### config.mk
export PLATFORM = sky130hd
export DESIGN_NAME = pkpt_cell
export DESIGN_NICKNAME = d
export VERILOG_FILES = /design/src/design/pkpt_pkg.sv /design/src/design/pkpt_cell.sv
export SDC_FILE = /design/constraint.sdc
export NUM_CORES = 1
export LEC_CHECK = 0
export ABC_AREA = 1
export ABC_CLOCK_PERIOD_IN_PS = 22000
export BUFFER_PORTS_ARGS = -buffer_cell sky130_fd_sc_hd__buf_2
export CAP_MARGIN = 20
export CORE_AREA = 2 2 368 370
export DETAILED_ROUTE_END_ITERATION = 6
export DIE_AREA = 0 0 370 372
export REMOVE_ABC_BUFFERS = 1
export SYNTH_ARGS = -nofsm -noshare
export SYNTH_HDL_FRONTEND = slang
export SYNTH_SLANG_ARGS = --single-unit
### constraint.sdc
create_clock -name clk -period 22 [get_ports clk]
set_clock_uncertainty 0.1 [all_clocks]
set_input_delay 1.1 -clock clk [delete_from_list [all_inputs] [get_ports clk]]
set_output_delay 1.1 -clock clk [all_outputs]
set_load 0.02 [all_outputs]
### src/design/pkpt_pkg.sv
// Package: item types, opcodes, status codes and chain structs of the pinned-key peer table.
package pkpt_pkg;

  localparam int TABLE_SLOTS_DEF = 16;
  localparam int TABLE_SLOTS_MAX = 64;
  localparam int IDX_MAX_W       = $clog2(TABLE_SLOTS_MAX);
  localparam int CNT_MAX_W       = $clog2(TABLE_SLOTS_MAX + 1);
  localparam int ID_W            = 64;
  localparam int KEY_W           = 256;

  localparam logic [1:0] OP_UPSERT = 2'd0;
  localparam logic [1:0] OP_LOOKUP = 2'd1;
  localparam logic [1:0] OP_REMOVE = 2'd2;
  localparam logic [1:0] OP_COUNT  = 2'd3;

  localparam logic [2:0] ST_OK        = 3'd0;
  localparam logic [2:0] ST_NO_KEY    = 3'd1;
  localparam logic [2:0] ST_NOT_FOUND = 3'd2;
  localparam logic [2:0] ST_MISMATCH  = 3'd3;
  localparam logic [2:0] ST_FULL      = 3'd4;

  typedef struct packed {
    logic [1:0]  opcode;
    logic [63:0] peer_id;
    logic        key_present;
    logic [63:0] key_in_0;
    logic [63:0] key_in_1;
    logic [63:0] key_in_2;
    logic [63:0] key_in_3;
  } in_item_t;

  typedef struct packed {
    logic [2:0]  status;
    logic [3:0]  slot_index;
    logic [4:0]  used_count;
    logic [63:0] key_out_0;
    logic [63:0] key_out_1;
    logic [63:0] key_out_2;
    logic [63:0] key_out_3;
  } out_item_t;

  // search token handed from cell to cell
  typedef struct packed {
    logic                 hit;
    logic [IDX_MAX_W-1:0] hit_idx;
    logic [KEY_W-1:0]     hit_key;
    logic                 free_hit;
    logic [IDX_MAX_W-1:0] free_idx;
    logic [CNT_MAX_W-1:0] count;
  } pkpt_carry_t;

  // write broadcast to all cells
  typedef struct packed {
    logic                 we;
    logic                 set;
    logic [IDX_MAX_W-1:0] idx;
    logic [ID_W-1:0]      peer_id;
    logic [KEY_W-1:0]     key;
  } pkpt_wr_t;

endpackage

### src/design/pkpt_cell.sv
// One table slot: holds valid mark, peer id and pinned key, and advances the search token.
module pkpt_cell import pkpt_pkg::*; #(
  parameter int SLOT = 0
) (
  input  logic              clk,
  input  logic              rst_n,
  input  logic [ID_W-1:0]   probe_id,
  input  pkpt_carry_t       carry_in,
  input  pkpt_wr_t          wr,
  output pkpt_carry_t       carry_out
);

  localparam logic [IDX_MAX_W-1:0] MY_IDX = IDX_MAX_W'(SLOT);

  logic              valid_r, valid_nxt;
  logic [ID_W-1:0]   id_r;
  logic [KEY_W-1:0]  key_r;
  pkpt_carry_t       carry_r, carry_nxt;
  logic              sel;

  assign sel = wr.we && (wr.idx == MY_IDX);

  always_comb begin
    valid_nxt = valid_r;
    if (sel) begin
      valid_nxt = wr.set;
    end
  end

  always_comb begin
    carry_nxt = carry_in;
    if (!carry_in.hit && valid_r && (id_r == probe_id)) begin
      carry_nxt.hit     = 1'b1;
      carry_nxt.hit_idx = MY_IDX;
      carry_nxt.hit_key = key_r;
    end
    if (!carry_in.free_hit && !valid_r) begin
      carry_nxt.free_hit = 1'b1;
      carry_nxt.free_idx = MY_IDX;
    end
    carry_nxt.count = carry_in.count + CNT_MAX_W'(valid_r);
  end

  always_ff @(posedge clk) begin
    if (!rst_n) begin
      valid_r <= 1'b0;
      carry_r <= '0;
    end else begin
      valid_r <= valid_nxt;
      carry_r <= carry_nxt;
    end
  end

  always_ff @(posedge clk) begin
    if (sel && wr.set) begin
      id_r  <= wr.peer_id;
      key_r <= wr.key;
    end
  end

  assign carry_out = carry_r;

endmodule

==> summary.md <==
| Metric | Value |
|---|---|
| WP data required | between 20 and 25 ns |
| Synth area leader | edfxtp_1 |
| Share of layout cells above drive strength 1 | about a third |
| HPWL Detailed | around 72000 um |
| Hold Crit Class | reg2reg |
| Worst path arrival time | roughly 4.6 ns |
| VDD IR max | approximately 0.055 mV |
| Longest Clk Path Bufs | 3 |
| Final net count | ~4k |
| Antenna-violating nets left | 0 |
| Clk Latency, worst-skew pair | about 0.65 ns |
| Vias | 18.3k |
| Post-CTS sizing | 0 |
| Vias in the first global route | between 15k and 20k |
| Post-CTS setup buffers | 0 |
| Synth top area cells | edfxtp_1 (44%), dfxtp_1 (25%), nand2_1 (11%), nor2_1 (10%), inv_1 (6.0%) |
| First drt pass iteration count | 5 |
| GRT Overall Usage | about an eighth |
| Vias per cell | between 3 and 4 |
| Effective utilization at floorplan | about 16% |
| Final hold vios | 0 |
| Slew Viols, Final | 0 |
| Yosys Warn Count | 0 |
| Average wire per standard cell | between 15 and 20 um |
| Synth top area share | 43.7% |
| Cell variety after synth | 18 |
| Status | completed |
| Mean cell area of the mapped netlist | 9.49 sq um |
| Clock Tree Root | clkbuf_16 |
| Fmax | ~240 MHz |
| Critical path launch point type | input port |
| Drt total wl | between 90000 and 100000 um |
| Hold Path Depth | 2 |
| Max-capacitance violation count | 0 |
| #FFs+latches synth | roughly 600 |
| CTS tree | done |
| Headroom to the max-slew limit | a little under a third |
| Leak | around 16 nW |
| Gp weighted congestion | between 0.8 and 0.9 |
| Period utilization | about a fifth |
| Top-Level Pins | around 950 |
| FP Rows | 135 |
| Largest net degree at the start of global routing | 150 |
| Register area share after synthesis | between 60% and 70% |
| Die Span X | approximately 370 um |
| Slew @ Worst Pin | just over 1 ns |
| Synthesized area | ~22000 sq um |
| CTS sink count | 598 |
| Syn Inst Count | approximately 2.3k |
| RSZ-0062 raised after global routing | no |
| Total CTS buffers | 72 |
| DRC viols | 0 |
| Final setup fails | 0 |
| Design Power | approximately 0.0026 W |
| Iter 0 DRT Violations | roughly 1.1k |
| Critical path capture point type | flop |
| Hold_buf cts | 0 |
| Cells on worst reg2reg path | 15 |
| Die area | ~140000 sq um |
| Initial antenna violation count | 80 |
| CTS clk-pin slew, worst paths | 0.06 ns |
| Critical path fanouts, max | 148 |
| WS Path Type | in2reg |
| Post-DP Area | about 29000 sq um |
| Layout Cells excl Fill | just over 5k |
| PortBufs | 947 |
| Die Ht | 372 um |
| Area grow syn2layout | 40.7% |
| Util after Layout | 23.0% |
| Power density over the cells | around 84 nW/um^2 |
| First-pass GRT wire length | ~120000 um |
| Core Footprint | about 130000 sq um |
| Final setup TNS | 0 ns |
| Tmin final | ~4.1 ns |
| Placed insts | approximately 5k |
| Post-route cell area | a little over 30000 sq um |
| H-tree levels | 3 |
| Gr ovfl total | 0 |
==> Yosys cell counts, drive strengths merged <==
| library cell | number |
|---|---|
| a21oi | 6 |
| buf | 54 |
| clkbuf | 32 |
| dfxtp | 278 |
| edfxtp | 320 |
| ha | 2 |
| inv | 355 |
| nand2 | 644 |
| nand3 | 6 |
| nor2 | 586 |
| nor3 | 1 |
| nor4 | 2 |
| o21ai | 12 |
| o22ai | 4 |
| xnor2 | 13 |
| xor2 | 1 |
==> final timing paths <==
check	start	end	slack, ns
worst max-delay path	probe_id[55]	carry_out[82]	17.87
worst min-delay path	key_r[13]	carry_out[27]	0.37
worst max register to register	id_r[34]	carry_out[82]	18.06
worst min register to register	key_r[13]	carry_out[27]	0.37
==> flip-flops by register name, indices dropped and copies added (netlist names) <==
name and flops:
carry_out 277, id_r 64, key_r 256, valid_r 1
==> final cells by class <==
class | instances | area (sq um)
Clock inverter | 32 | 307
Clock buffer | 100 | 2020
Timing Repair Buffer | 961 | 4880
Antenna cell | 14 | 35.0
Multi-Input combinational cell | 1277 | 4950
Inverter | 355 | 1330
Sequential cell | 598 | 15200
Tap cell | 1781 | 2230
Fill cell | 14867 | 103000
==> worst max-delay path, cell delays in order <==
cell and delay, ns:
buf_2 0.14, inv_1 0.07, o22ai_1 0.29, nor2_1 0.07
nand3_1 0.07, nor2_1 0.07, nand3_4 0.30, buf_4 0.58
buf_12 0.43, buf_4 0.75, nand2_1 0.16, nand2_1 0.11
nor2_1 0.04
==> where the power goes <==
part / switching, W / internal (W)
Combinational: 0.000115 / 0.0000815
Clock: 0.000495 / 0.000694
Sequential: 0.00000987 / 0.00120
==> routing by layer <==
metal	wire length, um	part of all wire, %	global-route usage [%]
met5	37	0.041	0
met4	2850	3.1	4.17
met3	7940	8.7	3.91
met2	43800	48	21.2
met1	36500	40	15.1
==> cell families (layout without fill, tap and decap cells) <==
kind of cell | Yosys count | after routing | share of synthesized area, %
compound gates | 22 | 22 | 0.524
xor+xnor | 14 | 14 | 0.558
fa+ha+maj | 2 | 2 | 0.114
buf+inv | 441 | 1448 | 8.52
flops | 598 | 598 | 69.1
other cells | 0 | 14 | 0
simple gates | 1239 | 1239 | 21.2
==> per-stage QoR <==
step / hold WS [ns] / worst slack [ns]
after floorplan: 0.347 / 6.13
after CTS: 0.362 / 18.02
after detailed placement: 0.359 / 17.28
after global placement: 0.348 / 17.30
after global routing: 0.372 / 17.63
final: 0.368 / 17.87
==> cells in the final DEF (no fill, tap or decap) <==
| cell | Yosys | layout |
|---|---|---|
| a21oi_1 | 6 | 6 |
| buf_12 | 0 | 2 |
| buf_2 | 30 | 946 |
| buf_4 | 0 | 12 |
| buf_8 | 0 | 1 |
| bufinv_16 | 0 | 4 |
| clkbuf_1 | 32 | 19 |
| clkbuf_16 | 0 | 74 |
| clkbuf_8 | 0 | 7 |
| clkinv_1 | 0 | 3 |
| clkinv_2 | 0 | 9 |
| clkinv_4 | 0 | 6 |
| clkinvlp_4 | 0 | 2 |
| dfxtp_1 | 278 | 278 |
| diode_2 | 0 | 14 |
| edfxtp_1 | 320 | 320 |
| ha_1 | 2 | 2 |
| inv_1 | 354 | 354 |
| inv_2 | 1 | 1 |
| inv_4 | 0 | 3 |
| inv_6 | 0 | 5 |
| nand2_1 | 644 | 644 |
| nand3_1 | 6 | 5 |
| nand3_4 | 0 | 1 |
| nor2_1 | 586 | 585 |
| nor2_4 | 0 | 1 |
| nor3_1 | 1 | 1 |
| nor4_1 | 2 | 2 |
| o21ai_0 | 12 | 12 |
| o22ai_1 | 4 | 4 |
| xnor2_1 | 13 | 13 |
| xor2_1 | 1 | 1 |
(Power assumes the default switching activity.)
